--- src/rtl/sct_pkg.sv ---
// Shared types and constants of the source code tokenizer.
// No dependencies; imported by every module of the block.
`default_nettype none

package sct_pkg;

  localparam int unsigned OFFSET_BITS = 24;
  localparam int unsigned MAX_RESULTS = 3;
  localparam int unsigned CNT_W       = $clog2(MAX_RESULTS + 1);

  localparam logic [OFFSET_BITS-1:0] OFF_MAX = {OFFSET_BITS{1'b1}};

  // token kinds
  localparam logic [3:0] K_LPAREN   = 4'd0;
  localparam logic [3:0] K_RPAREN   = 4'd1;
  localparam logic [3:0] K_LBRACE   = 4'd2;
  localparam logic [3:0] K_RBRACE   = 4'd3;
  localparam logic [3:0] K_LBRACK   = 4'd4;
  localparam logic [3:0] K_RBRACK   = 4'd5;
  localparam logic [3:0] K_SEMI     = 4'd6;
  localparam logic [3:0] K_DASH_BAR = 4'd7;
  localparam logic [3:0] K_BAR_DASH = 4'd8;
  localparam logic [3:0] K_COMMA    = 4'd9;
  localparam logic [3:0] K_STRING   = 4'd10;
  localparam logic [3:0] K_SPACE    = 4'd11;
  localparam logic [3:0] K_OPER     = 4'd12;
  localparam logic [3:0] K_NUM      = 4'd13;
  localparam logic [3:0] K_SYM      = 4'd14;
  localparam logic [3:0] K_ERROR    = 4'd15;

  // diagnostics
  localparam logic [1:0] D_NONE    = 2'd0;
  localparam logic [1:0] D_UNEXP   = 2'd1;
  localparam logic [1:0] D_CUT_NL  = 2'd2;
  localparam logic [1:0] D_CUT_END = 2'd3;

  // open quote
  localparam logic [1:0] Q_NONE   = 2'd0;
  localparam logic [1:0] Q_SINGLE = 2'd1;
  localparam logic [1:0] Q_DOUBLE = 2'd2;
  localparam logic [1:0] Q_BACK   = 2'd3;

  typedef struct packed {
    logic [3:0]             kind;
    logic [OFFSET_BITS-1:0] start;
    logic [OFFSET_BITS-1:0] len;
    logic [1:0]             diag;
    logic                   last;
  } tok_t;

  // Tokens produced by one item, lowest slots first.
  typedef struct packed {
    logic [CNT_W-1:0]             cnt;
    tok_t [MAX_RESULTS-1:0]       toks;
  } push_t;

endpackage

`default_nettype wire

--- src/rtl/source_code_tokenizer_top.sv ---
// Top level of the streaming source code tokenizer.
// Depends on sct_pkg, sct_lexer and sct_res_fifo.
//
// Source bytes enter on the in_* channel, one item per byte, with
// final_byte_i set on the last byte of a source. Tokens leave on the out_*
// channel as kind, start offset, length and diagnostic; run_last_o marks the
// last token caused by one byte. A byte may cause zero to three tokens.
// A byte accepted into the input register is lexed while it is held there, and its
// tokens are written into the queue once the queue has room. Throughput is
// one byte per cycle while the bytes cause at most one token each and the
// receiver is ready; the output side moves one token per cycle, so bytes that
// cause more tokens hold the input back.
// Lexing is done in one pass between the input register and a four-entry
// result queue; a held byte is lexed while the queue has room for three more
// tokens, independent of out_ready_i in the same cycle.
// Reset empties the queue, drops any held byte and returns the lexer to an
// idle state at offset zero. When the receiver stalls, the head token holds
// and, once two tokens wait with a byte held, in_ready_o drops. After a final
// byte the next byte starts a new source at offset zero.
`default_nettype none

module source_code_tokenizer_top (
  input  wire logic                            clk_i,
  input  wire logic                            rst_ni,
  input  wire logic                            in_valid_i,
  output logic                                 in_ready_o,
  input  wire logic [7:0]                      source_byte_i,
  input  wire logic                            final_byte_i,
  output logic                                 out_valid_o,
  input  wire logic                            out_ready_i,
  output logic [3:0]                           token_kind_o,
  output logic [sct_pkg::OFFSET_BITS-1:0]      start_offset_o,
  output logic [sct_pkg::OFFSET_BITS-1:0]      token_length_o,
  output logic [1:0]                           diagnostic_o,
  output logic                                 run_last_o
);
  import sct_pkg::*;

  push_t push;
  tok_t  head;
  logic  room;

  sct_lexer u_lexer (
    .clk_i         (clk_i),
    .rst_ni        (rst_ni),
    .in_valid_i    (in_valid_i),
    .in_ready_o    (in_ready_o),
    .source_byte_i (source_byte_i),
    .final_byte_i  (final_byte_i),
    .room_i        (room),
    .push_o        (push)
  );

  sct_res_fifo u_fifo (
    .clk_i       (clk_i),
    .rst_ni      (rst_ni),
    .push_i      (push),
    .room_o      (room),
    .out_valid_o (out_valid_o),
    .out_ready_i (out_ready_i),
    .head_o      (head)
  );

  assign token_kind_o   = head.kind;
  assign start_offset_o = head.start;
  assign token_length_o = head.len;
  assign diagnostic_o   = head.diag;
  assign run_last_o     = head.last;

endmodule

`default_nettype wire

--- src/rtl/sct_lexer.sv ---
// Input register, lexer state and the per-item token logic.
// Depends on sct_pkg; feeds the result queue (sct_res_fifo).
`default_nettype none

module sct_lexer (
  input  wire logic          clk_i,
  input  wire logic          rst_ni,
  input  wire logic          in_valid_i,
  output logic               in_ready_o,
  input  wire logic [7:0]    source_byte_i,
  input  wire logic          final_byte_i,
  input  wire logic          room_i,
  output sct_pkg::push_t     push_o
);
  import sct_pkg::*;

  localparam logic [3:0] M_IDLE     = 4'd0;
  localparam logic [3:0] M_PEND     = 4'd1;
  localparam logic [3:0] M_WS       = 4'd2;
  localparam logic [3:0] M_WS_SLASH = 4'd3;
  localparam logic [3:0] M_BLOCK    = 4'd4;
  localparam logic [3:0] M_LINE     = 4'd5;
  localparam logic [3:0] M_STR      = 4'd6;
  localparam logic [3:0] M_OPER     = 4'd7;
  localparam logic [3:0] M_NUM      = 4'd8;
  localparam logic [3:0] M_SYM      = 4'd9;

  localparam logic [7:0] CH_TAB    = 8'h09;
  localparam logic [7:0] CH_LF     = 8'h0A;
  localparam logic [7:0] CH_CR     = 8'h0D;
  localparam logic [7:0] CH_SPACE  = 8'h20;
  localparam logic [7:0] CH_DQUOTE = 8'h22;
  localparam logic [7:0] CH_HASH   = 8'h23;
  localparam logic [7:0] CH_SQUOTE = 8'h27;
  localparam logic [7:0] CH_LPAREN = 8'h28;
  localparam logic [7:0] CH_RPAREN = 8'h29;
  localparam logic [7:0] CH_STAR   = 8'h2A;
  localparam logic [7:0] CH_COMMA  = 8'h2C;
  localparam logic [7:0] CH_DASH   = 8'h2D;
  localparam logic [7:0] CH_DOT    = 8'h2E;
  localparam logic [7:0] CH_SLASH  = 8'h2F;
  localparam logic [7:0] CH_SEMI   = 8'h3B;
  localparam logic [7:0] CH_LBRACK = 8'h5B;
  localparam logic [7:0] CH_RBRACK = 8'h5D;
  localparam logic [7:0] CH_BTICK  = 8'h60;
  localparam logic [7:0] CH_LBRACE = 8'h7B;
  localparam logic [7:0] CH_BAR    = 8'h7C;
  localparam logic [7:0] CH_RBRACE = 8'h7D;

  localparam logic [CNT_W-1:0] CNT_FULL = CNT_W'(MAX_RESULTS);

  typedef struct packed {
    logic [3:0]             mode;
    logic [7:0]             pend;
    logic [1:0]             quote;
    logic                   star;
    logic [OFFSET_BITS-1:0] tstart;
    logic [OFFSET_BITS-1:0] pos;
    logic [OFFSET_BITS-1:0] slash;
  } lex_state_t;

  function automatic logic is_ws(input logic [7:0] c);
    return (c == CH_SPACE) || (c == CH_TAB) || (c == CH_LF) || (c == CH_CR);
  endfunction

  function automatic logic is_digit(input logic [7:0] c);
    return (c >= 8'h30) && (c <= 8'h39);
  endfunction

  function automatic logic is_sym(input logic [7:0] c);
    return ((c >= 8'h61) && (c <= 8'h7A)) || ((c >= 8'h41) && (c <= 8'h5A)) ||
           is_digit(c) || (c == 8'h5F);
  endfunction

  // ASCII operator bytes plus the UTF-8 bytes of the special symbols
  function automatic logic is_op(input logic [7:0] c);
    logic r;
    case (c)
      8'h2D, 8'h2B, 8'h26, 8'h23, 8'h40, 8'h3C, 8'h3E, 8'h5E, 8'h7E, 8'h25,
      8'h7C, 8'h3D, 8'h24, 8'h5C, 8'h2F, 8'h2A, 8'h3A, 8'h3F, 8'h21, 8'h2E,
      8'hE2, 8'h88, 8'h86, 8'h80, 8'hA2, 8'hC3, 8'hB7, 8'h97, 8'hC2, 8'hB0:
        r = 1'b1;
      default: r = 1'b0;
    endcase
    return r;
  endfunction

  function automatic logic [7:0] quote_char(input logic [1:0] q);
    return (q == Q_SINGLE) ? CH_SQUOTE : ((q == Q_DOUBLE) ? CH_DQUOTE : CH_BTICK);
  endfunction

  function automatic logic [3:0] run_kind_of(input logic [3:0] mode);
    return (mode == M_OPER) ? K_OPER : ((mode == M_NUM) ? K_NUM : K_SYM);
  endfunction

  // Length from a to the exclusive end e, at least one, saturating.
  function automatic logic [OFFSET_BITS-1:0] span(input logic [OFFSET_BITS-1:0] a,
                                                 input logic [OFFSET_BITS:0]   e);
    logic [OFFSET_BITS:0]   d;
    logic [OFFSET_BITS-1:0] r;
    d = e - {1'b0, a};
    if (e <= {1'b0, a}) begin
      r = {{(OFFSET_BITS-1){1'b0}}, 1'b1};
    end else if (d[OFFSET_BITS]) begin
      r = OFF_MAX;
    end else begin
      r = d[OFFSET_BITS-1:0];
    end
    return r;
  endfunction

  function automatic tok_t mk_tok(input logic [3:0] kind, input logic [OFFSET_BITS-1:0] st,
                                  input logic [OFFSET_BITS-1:0] len, input logic [1:0] diag);
    tok_t t;
    t.kind  = kind;
    t.start = st;
    t.len   = len;
    t.diag  = diag;
    t.last  = 1'b0;
    return t;
  endfunction

  logic                   vld_q, vld_d;
  logic [7:0]             byte_q;
  logic                   fin_q;
  lex_state_t             st_q, st_d;
  logic                   accept, process;

  lex_state_t             s;
  tok_t [MAX_RESULTS-1:0] res;
  logic [CNT_W-1:0]       n;
  logic                   run_f, begin_f, in_run, fixed_hit;
  logic [3:0]             run_kind, fixed_kind;
  logic [7:0]             c;
  logic [OFFSET_BITS-1:0] p;
  logic [OFFSET_BITS:0]   p_ext, p1;

  assign in_ready_o = !vld_q || room_i;
  assign accept     = in_valid_i && in_ready_o;
  assign process    = vld_q && room_i;

  always_comb begin
    vld_d = vld_q;
    if (accept) begin
      vld_d = 1'b1;
    end else if (process) begin
      vld_d = 1'b0;
    end
  end

  always_comb begin
    s          = st_q;
    res        = '0;
    n          = '0;
    run_f      = 1'b0;
    begin_f    = 1'b0;
    in_run     = 1'b0;
    run_kind   = K_SYM;
    fixed_hit  = 1'b0;
    fixed_kind = K_LPAREN;
    c          = byte_q;
    p          = st_q.pos;
    p_ext      = {1'b0, p};
    p1         = p_ext + 1'b1;

    // lexer step for the current mode
    unique case (s.mode)
      M_PEND: begin
        if (s.pend == CH_DASH && c == CH_BAR) begin
          res[n] = mk_tok(K_DASH_BAR, s.tstart, span(s.tstart, p1), D_NONE);
          n = n + 1'b1;
          s.mode = M_IDLE;
        end else if (s.pend == CH_BAR && c == CH_DASH) begin
          res[n] = mk_tok(K_BAR_DASH, s.tstart, span(s.tstart, p1), D_NONE);
          n = n + 1'b1;
          s.mode = M_IDLE;
        end else begin
          s.mode = M_OPER;
          run_f  = 1'b1;
        end
      end
      M_WS: begin
        if (is_ws(c)) begin
          s.mode = M_WS;
        end else if (c == CH_HASH) begin
          s.mode = M_LINE;
        end else if (c == CH_SLASH) begin
          s.mode  = M_WS_SLASH;
          s.slash = p;
        end else begin
          res[n] = mk_tok(K_SPACE, s.tstart, span(s.tstart, p_ext), D_NONE);
          n = n + 1'b1;
          begin_f = 1'b1;
        end
      end
      M_WS_SLASH: begin
        if (c == CH_STAR) begin
          s.mode = M_BLOCK;
          s.star = 1'b0;
        end else if (c == CH_SLASH) begin
          s.mode = M_LINE;
        end else begin
          if (s.slash > s.tstart) begin
            res[n] = mk_tok(K_SPACE, s.tstart, span(s.tstart, {1'b0, s.slash}), D_NONE);
            n = n + 1'b1;
          end
          s.tstart = s.slash;
          s.mode   = M_OPER;
          run_f    = 1'b1;
        end
      end
      M_BLOCK: begin
        if (c == CH_SLASH && s.star) begin
          res[n] = mk_tok(K_SPACE, s.tstart, span(s.tstart, p1), D_NONE);
          n = n + 1'b1;
          s.mode = M_IDLE;
        end else begin
          s.star = (c == CH_STAR);
        end
      end
      M_LINE: begin
        if (c == CH_LF) begin
          res[n] = mk_tok(K_SPACE, s.tstart, span(s.tstart, p_ext), D_NONE);
          n = n + 1'b1;
          begin_f = 1'b1;
        end
      end
      M_STR: begin
        if (c == quote_char(s.quote)) begin
          res[n] = mk_tok(K_STRING, s.tstart, span(s.tstart, p1), D_NONE);
          n = n + 1'b1;
          s.mode = M_IDLE;
        end else if (c == CH_LF && s.quote != Q_DOUBLE) begin
          res[n] = mk_tok(K_STRING, s.tstart, span(s.tstart, p1), D_CUT_NL);
          n = n + 1'b1;
          s.mode = M_IDLE;
        end
      end
      M_OPER, M_NUM, M_SYM: run_f = 1'b1;
      default: begin_f = 1'b1;
    endcase

    // greedy run: close it on the first byte outside its class
    if (run_f) begin
      unique case (s.mode)
        M_OPER: begin
          in_run   = is_op(c);
          run_kind = K_OPER;
        end
        M_NUM: begin
          in_run   = is_digit(c) || (c == CH_DOT);
          run_kind = K_NUM;
        end
        default: begin
          in_run   = is_sym(c);
          run_kind = K_SYM;
        end
      endcase
      if (!in_run) begin
        res[n] = mk_tok(run_kind, s.tstart, span(s.tstart, p_ext), D_NONE);
        n = n + 1'b1;
        begin_f = 1'b1;
      end
    end

    // token start
    if (begin_f) begin
      s.mode   = M_IDLE;
      s.tstart = p;
      unique case (c)
        CH_LPAREN: begin fixed_hit = 1'b1; fixed_kind = K_LPAREN; end
        CH_RPAREN: begin fixed_hit = 1'b1; fixed_kind = K_RPAREN; end
        CH_LBRACE: begin fixed_hit = 1'b1; fixed_kind = K_LBRACE; end
        CH_RBRACE: begin fixed_hit = 1'b1; fixed_kind = K_RBRACE; end
        CH_LBRACK: begin fixed_hit = 1'b1; fixed_kind = K_LBRACK; end
        CH_RBRACK: begin fixed_hit = 1'b1; fixed_kind = K_RBRACK; end
        CH_SEMI:   begin fixed_hit = 1'b1; fixed_kind = K_SEMI;   end
        CH_COMMA:  begin fixed_hit = 1'b1; fixed_kind = K_COMMA;  end
        default:   fixed_hit = 1'b0;
      endcase
      priority if (fixed_hit) begin
        if (n != CNT_FULL) begin
          res[n] = mk_tok(fixed_kind, p, {{(OFFSET_BITS-1){1'b0}}, 1'b1}, D_NONE);
          n = n + 1'b1;
        end
      end else if (c == CH_DASH || c == CH_BAR) begin
        s.mode = M_PEND;
        s.pend = c;
      end else if (c == CH_SQUOTE) begin
        s.mode  = M_STR;
        s.quote = Q_SINGLE;
      end else if (c == CH_DQUOTE) begin
        s.mode  = M_STR;
        s.quote = Q_DOUBLE;
      end else if (c == CH_BTICK) begin
        s.mode  = M_STR;
        s.quote = Q_BACK;
      end else if (is_ws(c)) begin
        s.mode = M_WS;
      end else if (c == CH_HASH) begin
        s.mode = M_LINE;
      end else if (c == CH_SLASH) begin
        s.mode  = M_WS_SLASH;
        s.slash = p;
      end else if (is_op(c)) begin
        s.mode = M_OPER;
      end else if (is_digit(c)) begin
        s.mode = M_NUM;
      end else if (is_sym(c)) begin
        s.mode = M_SYM;
      end else begin
        if (n != CNT_FULL) begin
          res[n] = mk_tok(K_ERROR, p, {{(OFFSET_BITS-1){1'b0}}, 1'b1}, D_UNEXP);
          n = n + 1'b1;
        end
      end
    end

    // end of source: flush the open token, then start afresh
    if (fin_q) begin
      unique case (s.mode)
        M_PEND: begin
          if (n != CNT_FULL) begin
            res[n] = mk_tok(K_OPER, s.tstart, {{(OFFSET_BITS-1){1'b0}}, 1'b1}, D_NONE);
            n = n + 1'b1;
          end
        end
        M_WS, M_LINE, M_BLOCK: begin
          if (n != CNT_FULL) begin
            res[n] = mk_tok(K_SPACE, s.tstart, span(s.tstart, p1), D_NONE);
            n = n + 1'b1;
          end
        end
        M_WS_SLASH: begin
          if (s.slash > s.tstart && n != CNT_FULL) begin
            res[n] = mk_tok(K_SPACE, s.tstart, span(s.tstart, {1'b0, s.slash}), D_NONE);
            n = n + 1'b1;
          end
          if (n != CNT_FULL) begin
            res[n] = mk_tok(K_OPER, s.slash, {{(OFFSET_BITS-1){1'b0}}, 1'b1}, D_NONE);
            n = n + 1'b1;
          end
        end
        M_STR: begin
          if (n != CNT_FULL) begin
            res[n] = mk_tok(K_STRING, s.tstart, span(s.tstart, p1), D_CUT_END);
            n = n + 1'b1;
          end
        end
        M_OPER, M_NUM, M_SYM: begin
          if (n != CNT_FULL) begin
            res[n] = mk_tok(run_kind_of(s.mode), s.tstart, span(s.tstart, p1), D_NONE);
            n = n + 1'b1;
          end
        end
        default: s.mode = M_IDLE;
      endcase
      s = '0;
    end else if (p != OFF_MAX) begin
      s.pos = p + 1'b1;
    end

    if (n != '0) begin
      res[n - 1'b1].last = 1'b1;
    end
  end

  assign st_d        = process ? s : st_q;
  assign push_o.cnt  = process ? n : '0;
  assign push_o.toks = res;

  always_ff @(posedge clk_i or negedge rst_ni) begin
    if (!rst_ni) begin
      vld_q <= 1'b0;
      st_q  <= '0;
    end else begin
      vld_q <= vld_d;
      st_q  <= st_d;
    end
  end

  always_ff @(posedge clk_i) begin
    if (accept) begin
      byte_q <= source_byte_i;
      fin_q  <= final_byte_i;
    end
  end

endmodule

`default_nettype wire

--- src/rtl/sct_res_fifo.sv ---
// Result queue: takes up to three tokens per cycle, hands out one.
// Depends on sct_pkg; written by sct_lexer.
`default_nettype none

module sct_res_fifo (
  input  wire logic           clk_i,
  input  wire logic           rst_ni,
  input  sct_pkg::push_t      push_i,
  output logic                room_o,
  output logic                out_valid_o,
  input  wire logic           out_ready_i,
  output sct_pkg::tok_t       head_o
);
  import sct_pkg::*;

  localparam int unsigned DEPTH = 4;
  localparam int unsigned AW    = $clog2(DEPTH);
  localparam int unsigned CW    = $clog2(DEPTH + 1);

  tok_t          mem [DEPTH];
  logic [AW-1:0] wr_q, wr_d, rd_q, rd_d;
  logic [CW-1:0] cnt_q, cnt_d;
  logic          pop;

  assign out_valid_o = (cnt_q != '0);
  assign pop         = out_valid_o && out_ready_i;
  assign head_o      = mem[rd_q];
  assign room_o      = (cnt_q <= CW'(DEPTH - MAX_RESULTS));

  assign wr_d  = wr_q + AW'(push_i.cnt);
  assign rd_d  = rd_q + AW'(pop);
  assign cnt_d = cnt_q + CW'(push_i.cnt) - CW'(pop);

  always_ff @(posedge clk_i) begin
    for (int i = 0; i < MAX_RESULTS; i++) begin
      if (CW'(i) < CW'(push_i.cnt)) begin
        mem[wr_q + AW'(i)] <= push_i.toks[i];
      end
    end
  end

  always_ff @(posedge clk_i or negedge rst_ni) begin
    if (!rst_ni) begin
      wr_q  <= '0;
      rd_q  <= '0;
      cnt_q <= '0;
    end else begin
      wr_q  <= wr_d;
      rd_q  <= rd_d;
      cnt_q <= cnt_d;
    end
  end

endmodule

`default_nettype wire

--- config.mk ---
export PLATFORM = sky130hd
export DESIGN_NAME = source_code_tokenizer_top
export DESIGN_NICKNAME = d
export VERILOG_FILES = /design/src/rtl/sct_pkg.sv /design/src/rtl/source_code_tokenizer_top.sv /design/src/rtl/sct_lexer.sv /design/src/rtl/sct_res_fifo.sv
export SDC_FILE = /design/constraint.sdc
export NUM_CORES = 2
export LEC_CHECK = 0
export ABC_AREA = 1
export BUFFER_PORTS_ARGS = -buffer_cell sky130_fd_sc_hd__buf_2
export CAP_MARGIN = 20
export CORE_MARGIN = 2
export CORE_UTILIZATION = 25
export DETAILED_ROUTE_END_ITERATION = 16
export GPL_ROUTABILITY_DRIVEN = 0
export HOLD_SLACK_MARGIN = 0.06
export MAX_ROUTING_LAYER = met4
export PLACE_DENSITY = 0.39
export SLEW_MARGIN = 20
export SYNTH_ARGS = -nofsm -noshare
export SYNTH_HDL_FRONTEND = slang
export SYNTH_SLANG_ARGS = --single-unit
--- constraint.sdc ---
create_clock -name clk_i -period 24.7 [get_ports clk_i]
set_input_delay 1.235 -clock clk_i [delete_from_list [all_inputs] [get_ports clk_i]]
set_output_delay 1.235 -clock clk_i [all_outputs]
set_load 0.005 [all_outputs]
==> After elaboration in Yosys (flattened, before gate mapping) <==
Memory sizes are Yosys's and may differ from the RTL's.
Index checks and enable logic that the tools add are counted.
{ "op_classes": {"addsub": 19, "magnitude_cmp": 28, "eq_ne": 80, "muxes": 213, "reduce_logical": 45} }
{ "op_table": {"columns": ["op", "count"], "rows": [
  ["two-way mux 165 bit", 26],
  ["bitwise mux 165 bit", 10],
  ["two-way mux 24 bit", 44],
  ["two-way mux 55 bit", 16],
  ["case mux 165 bit (5 select lines)", 1],
  ["demux 55 bit (select 2 bit)", 5],
  ["case mux 55 bit (6 select lines)", 1],
  ["equality test 8 x 6 -> 1 bit, second input constant", 23],
  ["subtractor 24 x 24 -> 25 bit", 4],
  ["equality test 8 x 7 -> 1 bit, second input constant", 12],
  ["less-or-equal comparator 24 bit", 4],
  ["two-way mux 4 bit", 21],
  ["equality test 8 bit, second input constant", 10],
  ["two-way mux 2 bit", 34],
  ["less-or-equal comparator 25 x 24 -> 1 bit", 2],
  ["subtractor 25 x 24 -> 25 bit", 2],
  ["> comparator 24 bit", 2],
  ["two-way mux 1 bit", 39],
  ["two-way mux 39 bit", 1],
  ["equality test 4 x 3 -> 1 bit, second input constant", 9],
  ["OR reduction 30 bit", 1],
  ["two-way mux 14 bit", 2],
  ["case mux 4 bit (7 select lines)", 1],
  ["adder 24 x 1 -> 25 bit, second input constant", 1],
  ["other kinds (49)", 114]
]} }
{ "totals": {"ff_bits": 104, "mem_bits_rw": 220, "inputBits": 13, "output_inout_bits": 57, "word_cells": 399, "mem_count": 1} }
{ "mem_list": {"columns": ["name", "depth", "word_bits", "rd", "rd_clocked_by_memory_dff", "write_ports", "line_no", "text"], "rows": [
  ["u_fifo.mem", 4, 55, 1, 0, 3, "sct_res_fifo.sv:20", "tok_t mem [DEPTH];"]
]} }

==> Depth between registers and ports, before layout <==
{ "logic_depth": {"ltp_word": 41, "depth_mapped": 54, "mapped_depth_nobuf": 51} }

==> By module <==
Synthesis repeated with hierarchy kept, for this count alone.
{ "hier_totals": {"hier_cells": 6150, "area_unflattened_um2": 37335.8} }
{ "by_module_without_submodules": {"columns": ["mod", "instances", "cells_each", "area_per_inst_um2", "seq_area_each_um2"], "rows": [
  ["sct_lexer", 1, 4157, 22869.4, 2472.4],
  ["sct_res_fifo", 1, 1993, 14466.4, 6781.5]
]} }

==> Least setup slack after synthesis <==
OpenSTA, ideal clock, no wires.
{ "synth_timing": {"path_kind": "register -> register", "startpoint": "register u_lexer.byte_q[6]", "endpoint": "memory u_fifo.mem[1][0] (netlist bit) (enable)", "setup_ns": 0.771, "arrival_time_ns": 7.072, "path_slack_ns": 16.857, "path_stages_with_launch": 45, "period_less_slack_ns": 7.843, "cell_sequence": "edfxtp_1 > nor2_2 > inv_1 > nor2_2 > nand2_1 > buf_4 > nand2_1 > nand2_1 > nor2_1 > nand2_1 > nand3_1 > inv_1 > nand2_2 > nand3_2 > nand3_4 > nand2_4 > buf_6 > inv_1 > [... 9 more ...] > nand3_1 > nand3_1 > nand3_1 > nand2_1 > nand2_1 > nand2_1 > nand2_1 > nor2_2 > inv_1 > o21ai_1 > nand3_1 > nand2_1 > nand3_4 > nand3_4 > nor2_4 > nand2_2 > buf_2 > nand3_1"} }
{ "synth_lines": {"columns": ["item", "line_no", "text"], "rows": [
  ["start: declaration", "sct_lexer.sv:124", "logic [7:0] byte_q;"],
  ["start signal: assignment", "sct_lexer.sv:384", "byte_q <= source_byte_i;"],
  ["end: declaration", "sct_res_fifo.sv:20", null]
]} }

==> results.cfg <==
[cts]
cts_resized = 0
clk_pin_slew_ns = 0.07
clkSinkCount = 324
cts_max_path_buffers = 3
root_buffer = clkbuf_16
htreeDepth = 2
clock_latency_ns = 0.64
cts_hold_buf = 0
cts_setup_buffers = 0
cts_inserted_buffers = 42
cts_tree = done

[route]
drtIter0Drc = 5998
route.detailed.drc = 0
via_count = 45140
dr.pass1.iters = 7
via_per_inst = 5.445
wl_per_cell_um = 27.02
drt_wl_total_um = 224000
ant_nets = 0

[setup_path]
r2r_cells = 41
slowest_delay_ns = 0.69
critPathLaunchType = register
crit_top_cell = nand2_1
crit_fanout = 76
cp.required_ns = 24.94
worst_r2r_endpoint = u_fifo.mem[0][5]
r2r_start = u_lexer.byte_q[4]
cp_data_arrival_time_ns = 10.93
r2r_slack_ns = 14.02
critPathKind = reg2reg
cpMaxStageDelayCell = o21ai_0
crit_path_end_kind = register

[floorplan]
die-area_sq_mm = 0.1559
coreArea_sq_mm = 0.1517
io_pins = 70
rows = 143
die_height_um = 394.8
die_x_um = 394.8
start_util_pct = 25.17

[placed_design]
dp_hpwl_um = 164800
portBuffers = 69
dpl-instance-area_sq_mm = 0.04050
dp_slack_ns = 14.12

[logic_synthesis]
synth_cells = 6331
syn-num-nets = 6509
synth-seq-cells = 324
yosysWarnings = 0
netlist_area_sq_mm = 0.03819
synth_cell_types = 68
synth_edf_count = 229
synthFlopType = edfxtp_1
ys_seq_area_share_pct = 24.23
synth_area_per_cell_sq_um = 6.032
async_flop_share_pct = 29.32

[timing]
rsz0062_at_grt = false
finalSetupViolations = 0
max-slew-margin-rel_pct = 14.12
worst_pin_slew_ns = 1.288
fmax_ghz = 0.09359
maxSlewViolCount = 0
fin_crit_ns = 10.68
setup_ws_ns = 14.02
min_period_over_period_pct = 43.26
hold_viol = 0
fin_skew_ns = 0.03699
finalSetupTns_ns = 0

[cells_and_area]
syn_to_final_growth_pct = 9.535
drive_gt1_share_pct = 6.489
nets = 6406
final_common_cell = nand2_1
regArea_sq_mm = 0.009259
design_area_sq_mm = 0.04183
n_fill_cell = 17254
layout_common_cells = 2,297 x nand2_1, 640 x nand3_1, 538 x o21ai_0
multiInputGateArea_sq_mm = 0.02527

[global_route]
antenna_found_initial = 2
grt_start_max_net_pins = 83
grt_pass1_wl_um = 314300
grt-ovfl-total = 0
grtUsageTotal_pct = 28.49
grt_pass1_vias = 40787

[hold_path]
whs_path_depth = 1
min_path_type = reg2reg
hold_end = u_fifo.cnt_q[2]
worst_hold_startpoint = u_fifo.cnt_q[2]

[outcome]
status = complete, no violations

[job]
cap_violations = 0
[synthesized netlist by cell type, types with 16 or more instances]
cell type / count / area (sq um)
ha_1: 158 / 1977
or2_2: 44 / 275.3
a21o_1: 20 / 150.1
dfrtp_1: 95 / 2377
nand4_1: 75 / 469.2
nand3_1: 647 / 3238
buf_2: 42 / 210.2
a21oi_1: 316 / 1582
xor2_1: 78 / 683.2
edfxtp_1: 229 / 6877
o211ai_1: 83 / 623.1
buf_1: 30 / 112.6
clkbuf_1: 227 / 852.1
inv_1: 535 / 2008
inv_2: 17 / 63.81
a31oi_1: 27 / 168.9
nand2_2: 16 / 100.1
buf_6: 46 / 518.0
nor2_1: 378 / 1419
o21ai_0: 541 / 2708
o22ai_1: 171 / 1070
nor3_1: 58 / 290.3
xnor2_1: 27 / 236.5
nand2_1: 2298 / 8626
[kinds of logic after synthesis]
logic type | Yosys count | share of synthesized area [%]
buffers and inverters | 908 | 9.993
adder cells (fa/ha/maj) | 165 | 5.544
AND/OR/NAND/NOR | 3586 | 39.46
multiplexers | 1 | 0.02621
flip-flops | 324 | 24.23
AO/OA/AOI/OAI | 1242 | 18.34
XOR/XNOR | 105 | 2.408
[worst max-delay path, delay by kind of cell, from the launching register on]
family	cells	cell delay [ns]
and+or+nand+nor	29	5.74
DFF	1	0.49
AOI/OAI and AO/OA	3	0.94
buffers and inverters	8	2.53
adders and majority gates	1	0.41
[how the worst max path moves through the flow]
stage / start / endpoint / depth (start not counted)
floorplan: u_lexer.byte_q[6] / u_fifo.mem[1][0] / 44
global placement: u_lexer.byte_q[6] / u_fifo.mem[0][22] / 43
detailed placement: u_lexer.byte_q[4] / u_fifo.mem[0][19] / 41
CTS: u_lexer.byte_q[4] / u_fifo.mem[0][12] / 41
global route: u_lexer.byte_q[4] / u_fifo.mem[0][5] / 45
finish: u_lexer.byte_q[4] / u_fifo.mem[0][5] / 41
[state kept, by name, indices dropped and copies added (netlist names)]
name            flops
u_lexer.st_q       63
u_fifo.cnt_q        3
u_fifo.mem        220
u_fifo.wr_q         2
u_lexer.fin_q       1
u_lexer.byte_q      8
u_lexer.vld_q       1
u_lexer.p          24
u_fifo.rd_q         2
[through the flow]
| stage | cells | hold slack [ns] | util, % |
|---|---|---|---|
| floorplan | 6331 | 0.4426 | - |
| global placement | 8211 | 0.4568 | 26.68 |
| detailed placement | 8212 | 0.4612 | 26.69 |
| CTS | 8285 | 0.4714 | 27.54 |
| global route | 8289 | 0.4782 | 27.57 |
| finish | 8290 | 0.4700 | 27.57 |
[routing by layer]
layer  global-route usage, %  vias to the layer above  routed length (um)
met5                       -                        -                   0
met4                   13.74                        0               13270
met3                   5.268                      399               19600
met2                   40.27                     2359               91400
met1                   38.77                    21441               99750
li1                        -                    20941                   -
[final cells by class]
cell class,instances,share of cell area (%)
Multi-Input combinational cell,5099,60.40
Inverter,561,5.046
Clock buffer,54,2.692
Clock inverter,19,0.3889
Sequential cell,324,22.14
Tap cell,2030,6.072
Antenna cell,3,0.01795
Timing Repair Buffer,200,3.242
Power is not shown: default switching activity piles up to over one toggle a cycle in this logic, so the estimate is an artifact.
